### src/rtl/mss_pkg.sv
// Shared types, constants and helpers of the mission state supervisor.
package mss_pkg;

  localparam int STATE_W   = 4;
  localparam int CNT_W     = 32;
  localparam int BUDGET_W  = 31;
  localparam int CFG_IDX_W = 3;
  localparam int NUM_BUDGETS = 8;
  localparam int IDX_W     = 4;
  localparam int MOVE_W    = 9;
  localparam int CAUSE_W   = 8;
  localparam int ELAPSED_W = 24;
  localparam int NUM_STATES = 15;

  localparam logic [STATE_W-1:0] STATE_BOOT     = 4'd0;
  localparam logic [STATE_W-1:0] FIRST_POLICED  = 4'd2;
  localparam logic [STATE_W-1:0] LAST_POLICED   = 4'd9;
  localparam logic [STATE_W-1:0] STATE_DETECTOR = 4'd7;
  localparam logic [STATE_W-1:0] STATE_TIER1    = 4'd8;
  localparam logic [STATE_W-1:0] STATE_LIMIT    = 4'd15;

  // Bit t of row f marks f -> t as a legal move.
  localparam logic [15:0] LEGAL_TO [NUM_STATES] = '{
    16'h0003, 16'h0004, 16'h000C, 16'h0018, 16'h0038, 16'h0060, 16'h00D0, 16'h0178,
    16'h0A00, 16'h4800, 16'h0000, 16'h107C, 16'h2000, 16'h2000, 16'h0008
  };
  // Bit t of row f marks f -> t as a return to an earlier stage.
  localparam logic [15:0] REENTRY_TO [NUM_STATES] = '{
    16'h0000, 16'h0000, 16'h0000, 16'h0000, 16'h0008, 16'h0000, 16'h0010, 16'h0078,
    16'h0000, 16'h0000, 16'h0000, 16'h007C, 16'h0000, 16'h0000, 16'h0008
  };

  typedef enum logic [2:0] {
    MODE_REQUEST   = 3'd0,
    MODE_TICK      = 3'd1,
    MODE_TERMINATE = 3'd2,
    MODE_PAYLOAD   = 3'd3,
    MODE_QUERY     = 3'd4
  } mode_t;

  typedef enum logic [1:0] {
    STATUS_OK       = 2'd0,
    STATUS_PARAM    = 2'd1,
    STATUS_STATE    = 2'd2,
    STATUS_NO_ENTRY = 2'd3
  } status_t;

  typedef enum logic [1:0] {
    FAULT_NONE       = 2'd0,
    FAULT_ILLEGAL    = 2'd1,
    FAULT_TIMEOUT    = 2'd2,
    FAULT_TERMINATED = 2'd3
  } fault_t;

  typedef struct packed {
    logic [2:0]         mode;
    logic [STATE_W-1:0] target_state;
    logic [CAUSE_W-1:0] fault_cause;
    logic               payload_value;
    logic [IDX_W-1:0]   history_index;
  } in_t;

  typedef struct packed {
    logic [1:0]         status;
    logic [1:0]         fault_kind;
    logic [31:0]        fault_detail;
    logic               reentry_note;
    logic [STATE_W-1:0] current_state;
    logic               payload_operational;
    logic               terminated;
    logic [CNT_W-1:0]   entry_count;
    logic [CNT_W-1:0]   reentry_total;
    logic [CNT_W-1:0]   rejection_total;
    logic [CNT_W-1:0]   history_time;
    logic [MOVE_W-1:0]  history_entry;
  } out_t;

  typedef struct packed {
    logic              en;
    logic [CNT_W-1:0]  stamp;
    logic [MOVE_W-1:0] move;
  } hist_wr_t;

  typedef struct packed {
    logic              hit;
    logic [CNT_W-1:0]  stamp;
    logic [MOVE_W-1:0] move;
  } hist_rd_t;

  function automatic logic [CNT_W-1:0] sat_inc(input logic [CNT_W-1:0] v);
    return (v == {CNT_W{1'b1}}) ? v : v + 1'b1;
  endfunction

endpackage

### src/rtl/mss_if.sv
// Channel interfaces of the mission state supervisor: input, result and configuration.
interface mss_in_if;
  logic       valid;
  logic       ready;
  logic [2:0] mode;
  logic [3:0] target_state;
  logic [7:0] fault_cause;
  logic       payload_value;
  logic [3:0] history_index;

  modport source (output valid, mode, target_state, fault_cause, payload_value,
                  history_index, input ready);
  modport sink   (input valid, mode, target_state, fault_cause, payload_value,
                  history_index, output ready);
endinterface

interface mss_out_if;
  logic        valid;
  logic        ready;
  logic [1:0]  status;
  logic [1:0]  fault_kind;
  logic [31:0] fault_detail;
  logic        reentry_note;
  logic [3:0]  current_state;
  logic        payload_operational;
  logic        terminated;
  logic [31:0] entry_count;
  logic [31:0] reentry_total;
  logic [31:0] rejection_total;
  logic [31:0] history_time;
  logic [8:0]  history_entry;

  modport source (output valid, status, fault_kind, fault_detail, reentry_note,
                  current_state, payload_operational, terminated, entry_count,
                  reentry_total, rejection_total, history_time, history_entry,
                  input ready);
  modport sink   (input valid, status, fault_kind, fault_detail, reentry_note,
                  current_state, payload_operational, terminated, entry_count,
                  reentry_total, rejection_total, history_time, history_entry,
                  output ready);
endinterface

interface mss_cfg_if;
  logic        valid;
  logic        ready;
  logic [2:0]  index;
  logic [30:0] data;

  modport source (output valid, index, data, input ready);
  modport sink   (input valid, index, data, output ready);
endinterface

### src/rtl/mss_hist.sv
// History ring of accepted transitions: write pointer, fill level and a forwarded read port.
module mss_hist #(
  parameter int HISTORY_DEPTH = 16
) (
  input  logic              clk,
  input  logic              rst_n,
  input  mss_pkg::hist_wr_t wr,
  input  logic              rd_en,
  input  logic [3:0]        rd_idx,
  output mss_pkg::hist_rd_t rd
);
  import mss_pkg::*;

  localparam int PW = (HISTORY_DEPTH > 1) ? $clog2(HISTORY_DEPTH) : 1;
  localparam int FW = $clog2(HISTORY_DEPTH + 1);
  localparam int AW = (PW + 1 > IDX_W) ? PW + 1 : IDX_W + 1;
  localparam int CW = (FW > IDX_W) ? FW : IDX_W;
  localparam int EW = CNT_W + MOVE_W;

  logic [EW-1:0] ring_mem [HISTORY_DEPTH];

  logic [PW-1:0] wp_r, wp_nxt;
  logic [FW-1:0] fill_r, fill_nxt;
  logic [AW-1:0] slot_sum;
  logic [PW-1:0] rd_addr;
  logic          hit;
  logic [EW-1:0] mem_q_r, fwd_q_r;
  logic          fwd_r, hit_r;

  always_comb begin
    wp_nxt   = wp_r;
    fill_nxt = fill_r;
    if (wr.en) begin
      wp_nxt = (wp_r == PW'(HISTORY_DEPTH - 1)) ? '0 : wp_r + 1'b1;
      if (fill_r != FW'(HISTORY_DEPTH)) fill_nxt = fill_r + 1'b1;
    end
    // Most recent entry sits just below the pointer that the beat ahead leaves.
    slot_sum = AW'(wp_nxt) + AW'(HISTORY_DEPTH - 1) - AW'(rd_idx);
    if (slot_sum >= AW'(HISTORY_DEPTH)) slot_sum = slot_sum - AW'(HISTORY_DEPTH);
    rd_addr = slot_sum[PW-1:0];
    hit     = CW'(rd_idx) < CW'(fill_nxt);
  end

  always_ff @(posedge clk) begin
    if (!rst_n) begin
      wp_r   <= '0;
      fill_r <= '0;
    end else begin
      wp_r   <= wp_nxt;
      fill_r <= fill_nxt;
    end
  end

  always_ff @(posedge clk) begin
    if (wr.en) ring_mem[wp_r] <= {wr.stamp, wr.move};
    if (rd_en) begin
      mem_q_r <= ring_mem[rd_addr];
      fwd_r   <= wr.en && (wp_r == rd_addr);
      fwd_q_r <= {wr.stamp, wr.move};
      hit_r   <= hit;
    end
  end

  always_comb begin
    rd.hit = hit_r;
    {rd.stamp, rd.move} = fwd_r ? fwd_q_r : mem_q_r;
  end

endmodule

### src/rtl/mission_state_supervisor.sv
// Mission state supervisor top level: checks moves, polices budgets, keeps counters and history.
//
//   channel  | dir | handshake       | beat carries
//   in_bus   | in  | valid / ready   | mode, target_state, fault_cause, payload_value, index
//   out_bus  | out | valid / ready   | status, fault report, state, counters, history entry
//   cfg_bus  | in  | valid / ready=1 | budget register index and 31-bit value
//
// One beat per cycle while out_bus accepts results; each beat first does the entry count
// and history memory reads, then the table check, update and write back.
// A write to the entry being read by the next beat is forwarded from a bypass register.
// rst_n is synchronous; the history ring is not cleared and needs no clearing pass.
// A stalled result register holds the beat behind it, and in_bus stalls only then.
module mission_state_supervisor #(
  parameter int HISTORY_DEPTH = 16
) (
  input logic clk,
  input logic rst_n,
  mss_in_if.sink    in_bus,
  mss_out_if.source out_bus,
  mss_cfg_if.sink   cfg_bus
);
  import mss_pkg::*;

  // Pipeline control
  logic in_ready, in_fire, s1_fire;
  logic s1_valid_r, out_valid_r;
  in_t  s1_q_r;
  out_t out_q_r, out_nxt;

  // Architectural state
  logic [BUDGET_W-1:0] budget_r [NUM_BUDGETS];
  logic [STATE_W-1:0]  pstate_r, pstate_nxt;
  logic [CNT_W-1:0]    elapsed_r, elapsed_nxt;
  logic                tflag_r, tflag_nxt;
  logic                payload_r, payload_nxt;
  logic                ended_r, ended_nxt;
  logic [CAUSE_W-1:0]  cause_r, cause_nxt;
  logic [CNT_W-1:0]    reent_r, reent_nxt;
  logic [CNT_W-1:0]    rej_r, rej_nxt;
  logic [CNT_W-1:0]    stamp_r, stamp_nxt;

  // Entry count memory with valid bits standing in for its reset values
  logic [CNT_W-1:0]      cnt_mem [NUM_STATES];
  logic [NUM_STATES-1:0] cnt_vld_r;
  logic [CNT_W-1:0]      cnt_q_r, cnt_fwd_q_r;
  logic                  cnt_fwd_r;
  logic                  cnt_wr_en;
  logic [CNT_W-1:0]      cnt_cur, cnt_new;

  hist_wr_t hist_wr;
  hist_rd_t hist_rd;

  logic               to_ok, legal, reent;
  logic [STATE_W-1:0] bidx;
  logic [CNT_W-1:0]   el_sat;
  logic [BUDGET_W-1:0] budget;

  assign s1_fire  = s1_valid_r && (!out_valid_r || out_bus.ready);
  assign in_ready = !s1_valid_r || s1_fire;
  assign in_fire  = in_bus.valid && in_ready;
  assign in_bus.ready  = in_ready;
  assign cfg_bus.ready = 1'b1;

  always_ff @(posedge clk) begin
    if (!rst_n) begin
      s1_valid_r  <= 1'b0;
      out_valid_r <= 1'b0;
    end else begin
      if (in_fire) s1_valid_r <= 1'b1;
      else if (s1_fire) s1_valid_r <= 1'b0;
      if (s1_fire) out_valid_r <= 1'b1;
      else if (out_bus.ready) out_valid_r <= 1'b0;
    end
  end

  always_ff @(posedge clk) begin
    if (in_fire) begin
      s1_q_r <= '{mode: in_bus.mode, target_state: in_bus.target_state,
                  fault_cause: in_bus.fault_cause, payload_value: in_bus.payload_value,
                  history_index: in_bus.history_index};
    end
    if (s1_fire) out_q_r <= out_nxt;
  end

  always_ff @(posedge clk) begin
    if (!rst_n) begin
      for (int i = 0; i < NUM_BUDGETS; i++) budget_r[i] <= '0;
    end else if (cfg_bus.valid) begin
      budget_r[cfg_bus.index] <= cfg_bus.data;
    end
  end

  // Entry count reads go out at acceptance; the beat ahead may write the same entry then.
  always_ff @(posedge clk) begin
    if (cnt_wr_en) cnt_mem[s1_q_r.target_state] <= cnt_new;
    if (in_fire) begin
      if (in_bus.target_state != STATE_LIMIT) cnt_q_r <= cnt_mem[in_bus.target_state];
      cnt_fwd_r   <= cnt_wr_en && (s1_q_r.target_state == in_bus.target_state);
      cnt_fwd_q_r <= cnt_new;
    end
  end

  always_ff @(posedge clk) begin
    if (!rst_n) cnt_vld_r <= '0;
    else if (cnt_wr_en) cnt_vld_r[s1_q_r.target_state] <= 1'b1;
  end

  mss_hist #(
    .HISTORY_DEPTH (HISTORY_DEPTH)
  ) u_hist (
    .clk    (clk),
    .rst_n  (rst_n),
    .wr     (hist_wr),
    .rd_en  (in_fire),
    .rd_idx (in_bus.history_index),
    .rd     (hist_rd)
  );

  always_comb begin
    to_ok = s1_q_r.target_state != STATE_LIMIT;
    legal = LEGAL_TO[pstate_r][s1_q_r.target_state];
    reent = REENTRY_TO[pstate_r][s1_q_r.target_state];
    bidx  = pstate_r - FIRST_POLICED;
    budget = budget_r[bidx[CFG_IDX_W-1:0]];
    el_sat = sat_inc(elapsed_r);

    if (cnt_fwd_r) cnt_cur = cnt_fwd_q_r;
    else if (to_ok && cnt_vld_r[s1_q_r.target_state]) cnt_cur = cnt_q_r;
    else cnt_cur = (s1_q_r.target_state == STATE_BOOT) ? CNT_W'(1) : '0;
    cnt_new = sat_inc(cnt_cur);

    pstate_nxt  = pstate_r;
    elapsed_nxt = elapsed_r;
    tflag_nxt   = tflag_r;
    payload_nxt = payload_r;
    ended_nxt   = ended_r;
    cause_nxt   = cause_r;
    reent_nxt   = reent_r;
    rej_nxt     = rej_r;
    stamp_nxt   = stamp_r;
    cnt_wr_en   = 1'b0;
    hist_wr     = '{en: 1'b0, stamp: stamp_r,
                    move: {pstate_r, s1_q_r.target_state, reent}};
    out_nxt     = '0;
    out_nxt.status     = STATUS_OK;
    out_nxt.fault_kind = FAULT_NONE;

    unique case (s1_q_r.mode)
      MODE_REQUEST: begin
        if (!to_ok) begin
          rej_nxt = sat_inc(rej_r);
          out_nxt.status       = STATUS_PARAM;
          out_nxt.fault_kind   = FAULT_ILLEGAL;
          out_nxt.fault_detail = {28'd0, s1_q_r.target_state};
        end else if (ended_r) begin
          rej_nxt = sat_inc(rej_r);
          out_nxt.status = STATUS_STATE;
        end else if (!legal) begin
          rej_nxt = sat_inc(rej_r);
          out_nxt.status       = STATUS_STATE;
          out_nxt.fault_kind   = FAULT_ILLEGAL;
          out_nxt.fault_detail = {20'd0, pstate_r, 4'd0, s1_q_r.target_state};
        end else begin
          pstate_nxt  = s1_q_r.target_state;
          elapsed_nxt = '0;
          tflag_nxt   = 1'b0;
          cnt_wr_en   = s1_fire;
          hist_wr.en  = s1_fire;
          if (reent) begin
            reent_nxt = sat_inc(reent_r);
            out_nxt.reentry_note = 1'b1;
          end
          // Leaving detector enable for the first tier declares the payload.
          if (pstate_r == STATE_DETECTOR && s1_q_r.target_state == STATE_TIER1) begin
            payload_nxt = 1'b1;
          end
        end
      end
      MODE_TICK: begin
        stamp_nxt   = stamp_r + 1'b1;
        elapsed_nxt = el_sat;
        if (!ended_r && pstate_r >= FIRST_POLICED && pstate_r <= LAST_POLICED &&
            budget != '0 && el_sat > {1'b0, budget} && !tflag_r) begin
          tflag_nxt = 1'b1;
          out_nxt.fault_kind   = FAULT_TIMEOUT;
          out_nxt.fault_detail = {4'd0, pstate_r, el_sat[ELAPSED_W-1:0]};
        end
      end
      MODE_TERMINATE: begin
        if (!ended_r) begin
          ended_nxt   = 1'b1;
          cause_nxt   = s1_q_r.fault_cause;
          payload_nxt = 1'b0;
          out_nxt.fault_kind   = FAULT_TERMINATED;
          out_nxt.fault_detail = {28'd0, pstate_r};
        end
      end
      MODE_PAYLOAD: begin
        payload_nxt = s1_q_r.payload_value;
      end
      MODE_QUERY: begin
        out_nxt.fault_detail = {24'd0, cause_r};
        if (!hist_rd.hit) begin
          out_nxt.status = STATUS_NO_ENTRY;
        end else begin
          out_nxt.history_time  = hist_rd.stamp;
          out_nxt.history_entry = hist_rd.move;
        end
      end
      default: begin
        out_nxt.status = STATUS_PARAM;
      end
    endcase

    out_nxt.current_state       = pstate_nxt;
    out_nxt.payload_operational = payload_nxt;
    out_nxt.terminated          = ended_nxt;
    out_nxt.entry_count         = !to_ok ? '0 : (cnt_wr_en ? cnt_new : cnt_cur);
    out_nxt.reentry_total       = reent_nxt;
    out_nxt.rejection_total     = rej_nxt;
  end

  always_ff @(posedge clk) begin
    if (!rst_n) begin
      pstate_r  <= STATE_BOOT;
      elapsed_r <= '0;
      tflag_r   <= 1'b0;
      payload_r <= 1'b0;
      ended_r   <= 1'b0;
      cause_r   <= '0;
      reent_r   <= '0;
      rej_r     <= '0;
      stamp_r   <= '0;
    end else if (s1_fire) begin
      pstate_r  <= pstate_nxt;
      elapsed_r <= elapsed_nxt;
      tflag_r   <= tflag_nxt;
      payload_r <= payload_nxt;
      ended_r   <= ended_nxt;
      cause_r   <= cause_nxt;
      reent_r   <= reent_nxt;
      rej_r     <= rej_nxt;
      stamp_r   <= stamp_nxt;
    end
  end

  assign out_bus.valid               = out_valid_r;
  assign out_bus.status              = out_q_r.status;
  assign out_bus.fault_kind          = out_q_r.fault_kind;
  assign out_bus.fault_detail        = out_q_r.fault_detail;
  assign out_bus.reentry_note        = out_q_r.reentry_note;
  assign out_bus.current_state       = out_q_r.current_state;
  assign out_bus.payload_operational = out_q_r.payload_operational;
  assign out_bus.terminated          = out_q_r.terminated;
  assign out_bus.entry_count         = out_q_r.entry_count;
  assign out_bus.reentry_total       = out_q_r.reentry_total;
  assign out_bus.rejection_total     = out_q_r.rejection_total;
  assign out_bus.history_time        = out_q_r.history_time;
  assign out_bus.history_entry       = out_q_r.history_entry;

  a_accept_fills_stage: assert property (@(posedge clk) disable iff (!rst_n)
    in_fire |=> s1_valid_r)
    else $error("accepted beat did not reach the update stage");

  a_timeout_on_tick: assert property (@(posedge clk) disable iff (!rst_n)
    $past(rst_n) && $rose(tflag_r) |-> $past(s1_fire) && $past(s1_q_r.mode) == MODE_TICK)
    else $error("timeout flag set without a tick");

  a_ended_sticks: assert property (@(posedge clk) disable iff (!rst_n)
    $past(rst_n) && $past(ended_r) |-> ended_r)
    else $error("terminated flag cleared");

  a_rejections_monotonic: assert property (@(posedge clk) disable iff (!rst_n)
    $past(rst_n) |-> rej_r >= $past(rej_r))
    else $error("rejection counter went down");

  a_state_in_range: assert property (@(posedge clk) disable iff (!rst_n)
    s1_fire && cnt_wr_en |-> to_ok && legal && !ended_r)
    else $error("entry count written for a refused move");

endmodule
### src/flat_wrapper.sv
// flat-port wrapper written by rule: the top's interface ports become plain ports
module mission_state_supervisor_flat import mss_pkg::*;
#(
  parameter int HISTORY_DEPTH = 16
)
  (clk, rst_n, in_bus_valid, in_bus_mode, in_bus_target_state, in_bus_fault_cause, in_bus_payload_value, in_bus_history_index, in_bus_ready, out_bus_valid, out_bus_status, out_bus_fault_kind, out_bus_fault_detail, out_bus_reentry_note, out_bus_current_state, out_bus_payload_operational, out_bus_terminated, out_bus_entry_count, out_bus_reentry_total, out_bus_rejection_total, out_bus_history_time, out_bus_history_entry, out_bus_ready, cfg_bus_valid, cfg_bus_index, cfg_bus_data, cfg_bus_ready);
  mss_in_if in_bus_i ();
  mss_out_if out_bus_i ();
  mss_cfg_if cfg_bus_i ();
  input logic clk;
  input logic rst_n;
  input wire logic [$bits(in_bus_i.valid)-1:0] in_bus_valid;
  input wire logic [$bits(in_bus_i.mode)-1:0] in_bus_mode;
  input wire logic [$bits(in_bus_i.target_state)-1:0] in_bus_target_state;
  input wire logic [$bits(in_bus_i.fault_cause)-1:0] in_bus_fault_cause;
  input wire logic [$bits(in_bus_i.payload_value)-1:0] in_bus_payload_value;
  input wire logic [$bits(in_bus_i.history_index)-1:0] in_bus_history_index;
  output wire logic [$bits(in_bus_i.ready)-1:0] in_bus_ready;
  output wire logic [$bits(out_bus_i.valid)-1:0] out_bus_valid;
  output wire logic [$bits(out_bus_i.status)-1:0] out_bus_status;
  output wire logic [$bits(out_bus_i.fault_kind)-1:0] out_bus_fault_kind;
  output wire logic [$bits(out_bus_i.fault_detail)-1:0] out_bus_fault_detail;
  output wire logic [$bits(out_bus_i.reentry_note)-1:0] out_bus_reentry_note;
  output wire logic [$bits(out_bus_i.current_state)-1:0] out_bus_current_state;
  output wire logic [$bits(out_bus_i.payload_operational)-1:0] out_bus_payload_operational;
  output wire logic [$bits(out_bus_i.terminated)-1:0] out_bus_terminated;
  output wire logic [$bits(out_bus_i.entry_count)-1:0] out_bus_entry_count;
  output wire logic [$bits(out_bus_i.reentry_total)-1:0] out_bus_reentry_total;
  output wire logic [$bits(out_bus_i.rejection_total)-1:0] out_bus_rejection_total;
  output wire logic [$bits(out_bus_i.history_time)-1:0] out_bus_history_time;
  output wire logic [$bits(out_bus_i.history_entry)-1:0] out_bus_history_entry;
  input wire logic [$bits(out_bus_i.ready)-1:0] out_bus_ready;
  input wire logic [$bits(cfg_bus_i.valid)-1:0] cfg_bus_valid;
  input wire logic [$bits(cfg_bus_i.index)-1:0] cfg_bus_index;
  input wire logic [$bits(cfg_bus_i.data)-1:0] cfg_bus_data;
  output wire logic [$bits(cfg_bus_i.ready)-1:0] cfg_bus_ready;
  assign in_bus_i.valid = in_bus_valid;
  assign in_bus_i.mode = in_bus_mode;
  assign in_bus_i.target_state = in_bus_target_state;
  assign in_bus_i.fault_cause = in_bus_fault_cause;
  assign in_bus_i.payload_value = in_bus_payload_value;
  assign in_bus_i.history_index = in_bus_history_index;
  assign in_bus_ready = in_bus_i.ready;
  assign out_bus_valid = out_bus_i.valid;
  assign out_bus_status = out_bus_i.status;
  assign out_bus_fault_kind = out_bus_i.fault_kind;
  assign out_bus_fault_detail = out_bus_i.fault_detail;
  assign out_bus_reentry_note = out_bus_i.reentry_note;
  assign out_bus_current_state = out_bus_i.current_state;
  assign out_bus_payload_operational = out_bus_i.payload_operational;
  assign out_bus_terminated = out_bus_i.terminated;
  assign out_bus_entry_count = out_bus_i.entry_count;
  assign out_bus_reentry_total = out_bus_i.reentry_total;
  assign out_bus_rejection_total = out_bus_i.rejection_total;
  assign out_bus_history_time = out_bus_i.history_time;
  assign out_bus_history_entry = out_bus_i.history_entry;
  assign out_bus_i.ready = out_bus_ready;
  assign cfg_bus_i.valid = cfg_bus_valid;
  assign cfg_bus_i.index = cfg_bus_index;
  assign cfg_bus_i.data = cfg_bus_data;
  assign cfg_bus_ready = cfg_bus_i.ready;
  mission_state_supervisor #(.HISTORY_DEPTH(HISTORY_DEPTH)) u_core (.clk(clk), .rst_n(rst_n), .in_bus(in_bus_i), .out_bus(out_bus_i), .cfg_bus(cfg_bus_i));
endmodule
### config.mk
export PLATFORM = sky130hd
export DESIGN_NAME = mission_state_supervisor_flat
export DESIGN_NICKNAME = d
export VERILOG_FILES = /design/src/rtl/mss_pkg.sv /design/src/rtl/mss_if.sv /design/src/rtl/mss_hist.sv /design/src/rtl/mission_state_supervisor.sv /design/src/flat_wrapper.sv
export SDC_FILE = /design/constraint.sdc
export NUM_CORES = 2
export LEC_CHECK = 0
export BUFFER_PORTS_ARGS = -buffer_cell sky130_fd_sc_hd__buf_2
export CORE_MARGIN = 3
export CORE_UTILIZATION = 30
export DETAILED_ROUTE_END_ITERATION = 10
export GPL_TIMING_DRIVEN = 0
export PLACE_DENSITY_LB_ADDON = 0.25
export RECOVER_POWER = 25
export SLEW_MARGIN = 25
export SYNTH_ARGS = -nofsm -noshare
export SYNTH_HDL_FRONTEND = slang
export SYNTH_SLANG_ARGS = --single-unit
### constraint.sdc
create_clock -name clk -period 6.6 [get_ports clk]
set_clock_uncertainty 0.2 [all_clocks]
set_input_delay 0.66 -clock clk [delete_from_list [all_inputs] [get_ports clk]]
set_output_delay 0.66 -clock clk [all_outputs]
set_load 0.02 [all_outputs]
==> impl_results.md <==
- Sequential power share: 51.3%
- Final routed DRC violation total: 0
- Total leakage power: 30.7 nW
- Sequential-to-total area share from yosys stat: 70.1%
- Share of layout cells above drive strength 1: 22.1%
- Area used by multi-input combinational logic: about 23000 um^2
- Antenna Violating Nets Remaining: 0
- CTS HTree Levels: 4
- Total vias in the final route: between 40000 and 50000
- Violations in the final reports: capacitance limit, slew limit
- Post-route total power: 26.2 mW
- Max Buffers Root-to-Sink: 3
- Part of the cycle the worst path needs: between 90% and 100%
- Setup repair after global routing missed its margin: no
- Maximum number of pins on one net before global-route repair: between 80 and 90
- Overflow left after global routing: 0
- Final max-slew violation count: 51
- Initial Utilization: between 30% and 40%
- # port buffers: 236
- Reg2Reg Depth: 17
- Count of final hold-check violations: 0
- Final Wtd Congestion: about 0.90
- Hold WC Path Type: primary input to flip-flop
- Sw frac: 22.6%
- Post-synthesis mux area share: about an eighth
- Async set-or-reset flop fraction in the synthesized netlist: 0%
- Aggregate global-route resource usage: 16.9%
- Core area: 260000 um^2
- IO Pins: 242
- Synth Register Bits: 1894
- Sequential cell area: 55200 um^2
- IR drop worst, VDD: 304 uV
- TritonCTS clock tree: yes
- Power dissipated by switching net loads: 5.91 mW
- Total wirelength of the detailed-routed design: roughly 230 mm
- Minimum clock period after layout: around 6.4 ns
- Synth top cells by count: edfxtp_1 (1725), mux4_2 (354), and2_1 (280), nor2_1 (257), clkbuf_1 (215)
- Synth top area cells: edfxtp_1 (66%), mux4_2 (10%), dfxtp_1 (4.3%)
- Leading register cell type out of synthesis: edfxtp_1
- Clock latency on the worst-skew pair: 0.85 ns
- Power density cells: 277 nW/um^2
- Antenna violations before repair: 24
- Met3 capacity usage during global routing: under 10%
- Global-route wire length before repair: 334 mm
- Number of non-filler instances in the completed layout: 9138
- Arr. time, crit path: 6.76 ns
- Fraction of power consumed by combinational cells: about 5.6%
- XOR/XNOR share of the synthesized area: 2.16%
- Largest family of logic cells by synthesized area: multiplexers
- Clk Tree Root Cell: clkbuf_16
- Simple-gate share of the synthesized area: under 10%
- Required time of the worst setup path: 6.93 ns
- Cell with the most instances after synthesis: edfxtp_1
- Fraction of met1 tracks used by global routing: 22.8%
- Number of buffers created by CTS: 203
- Area added between synthesis and finish: 20.0%
- Type of destination of the critical path: flip-flop
- Std-Cell Rows: 187
- Post-Synthesis Cell Area: 78700 um^2
- Number of fill cells in the layout: 24700
- Biggest area consumer among synthesized cells: edfxtp_1
- Worst slew slack as a fraction of its limit: -108%
- Peak fanout along the critical path: 10
- Met2 layer usage reported by global route: approximately 28%
- Cell-internal power: 20.3 mW
- Synth Instances: 4821
- Smallest hold slack: 0.216 ns
- Clock-pin slew of the registers on the worst-case setup and hold paths: 0.06 ns
- Initial detailed-routing violation count: 5030
- Fraction of synthesized cell area taken by the top area cell type: 65.8%
- Final setup vio count: 0
- Post-Synth Adder-Cell Area: less than 1%
- Launching element type of the critical path: flip-flop
- Routed len/inst: approximately 25 um
- Post-layout nets: 5576
- Count of flip-flops with a built-in enable after synthesis: 1725
- Critical path start-end classification: flip-flop to flip-flop
- Transition time at the pin with the least slew margin: a little over 3 ns
- Synthesis Warnings: 0
- Detailed-router iteration count before antenna repair: 6
- Maximum operating frequency: 0.155 GHz
- Total Neg Setup Slack: 0 ns
- Total die area: 268000 um^2
- Max_cap viols: 1
- Post-Place Cells: 8689
- Die span in y: just over 500 um
- Vias in the first global route: roughly 46000
- Post-synthesis compound-gate area fraction: 4.70%
- Die Wd: between 500 and 600 um
- Relative contribution of the clock network to total power: 43.1%
- Busiest layer in global routing: met2
- CTS sink cnt: 1894
- Mean Syn Cell Area: 16.3 um^2
- Drt via density: 5.07
- Synth unique cells: 94
- Outcome: finished, violations left
- Placed wire-length estimate after detailed placement: 163 mm
- Hold path depth: 3
==> worst max-delay path, cell delays in order, from the launching register on <==
cell and delay, ns:
edfxtp_1 0.32, buf_2 0.32, buf_2 0.38, buf_2 0.35, buf_1 0.48, clkbuf_1 0.54, clkbuf_2 0.40, a22o_1 0.26
ha_1 0.26, nand2_1 0.10, nor3_1 0.14, nand3_1 0.10, o211ai_1 0.17, nand3_1 0.42, or4_1 0.54, buf_2 0.22
and4_1 0.22, nor3_1 0.68
==> per-layer routing <==
layer	part of all wire, %	routed length [um]
met5	0	0
met4	3.5	8010
met3	5.7	13100
met2	48	111000
met1	43	99100
==> per-stage QoR <==
stage	utilization (%)	instance area, um^2	setup slack [ns]
floorplan	-	78800	0.190
global placement	32.4	84400	-4.33
detailed placement	33.4	86800	-1.43
CTS	36.2	94200	0.00397
global route	36.3	94400	0.00495
finish	36.3	94400	0.168
==> cell families after synthesis <==
family	count (synthesis)
AO/OA/AOI/OAI	582
multiplexers	490
adder cells (fa/ha/maj)	58
flip-flops	1894
buffers and inverters	336
XOR/XNOR	194
other	2
AND/OR/NAND/NOR	1265
==> layout by cell type, fill, tap and decap left out, types with 27 or more instances in the layout <==
master / n
dfxtp_1: 166
clkbuf_16: 205
buf_2: 267
dlygate4sd3_1: 50
edfxtp_1: 1725
xnor2_1: 97
a31oi_1: 94
nand2_1: 206
and2_1: 175
nand4_1: 86
buf_16: 43
clkinv_2: 30
nor2_1: 226
nor2_4: 27
mux4_2: 354
buf_4: 40
ha_1: 56
a21oi_1: 97
or3_1: 30
xor2_1: 66
and2_0: 105
o21ai_0: 175
nor3_1: 81
mux2i_1: 121
a22oi_1: 64
nor4_1: 46
clkinv_1: 38
inv_1: 40
clkbuf_1: 227
nand3_1: 112
and3_1: 38
clkbuf_2: 51
conb_1: 37
==> power by group through the flow <==
stage	clock (mW)	combinational (mW)	sequential [mW]
2_1_floorplan	0	0.755	13.7
3_3_place_gp	0	1.35	13.7
3_5_place_dp	0	1.43	13.7
4_1_cts	11.6	1.47	13.4
5_1_grt	12.0	1.57	13.4
6_report	11.3	1.46	13.4
==> flip-flops by register name, summed over array words and instances, names as in the netlist, 5 cells and up <==
register                        flops
u_core.rej_r                       32
u_core.out_bus.reentry_total       32
u_core.u_hist.fwd_q_r              41
u_core.cnt_fwd_q_r                 32
u_core.cnt_vld_r                   15
u_core.cause_r                      8
u_core.out_bus.history_entry        9
u_core.out_bus.entry_count         32
u_core.out_bus.rejection_total     32
u_core.cnt_q_r                     32
u_core.out_bus.fault_detail        28
u_core.u_hist.ring_mem            656
u_core.stamp_r                     32
u_core.elapsed_r                   32
u_core.s1_q_r                      12
u_core.cnt_mem                    480
u_core.budget_r                   248
u_core.out_bus.history_time        32
u_core.reent_r                     32
u_core.u_hist.mem_q_r              41
u_core.u_hist.fill_r                5
==> cell type report <==
cell class | instances | area share, %
Sequential cell | 1894 | 58.5
Buffer | 291 | 1.37
Timing Repair Buffer | 401 | 3.93
Antenna cell | 10 | 0.0265
Tap cell | 3496 | 4.63
Multi-Input combinational cell | 2626 | 24.4
Clock inverter | 112 | 1.18
Clock buffer | 266 | 5.84
Inverter | 42 | 0.168
==> path summary, 6_finish.rpt <==
check	from	endpoint	slack, ns
max reg2reg	u_core.cnt_fwd_r	u_core.out_bus.entry_count[2]	0.17
min reg2reg	u_core.cause_r[7]	u_core.cause_r[7]	0.26
min	cfg_bus_index[0]	u_core.budget_r[0][30]	0.22
max	u_core.cnt_fwd_r	u_core.out_bus.entry_count[2]	0.17
==> timing repair <==
item	4_1_cts	5_1_grt
gates resized for setup	69	34
hold buffers	50	0
pin swaps	1	0
hold endpoints to repair	264	0
cloned	0	0
endpoints found under the setup margin	613	529
buffers inserted	3	10
(Power assumes the default switching activity.)
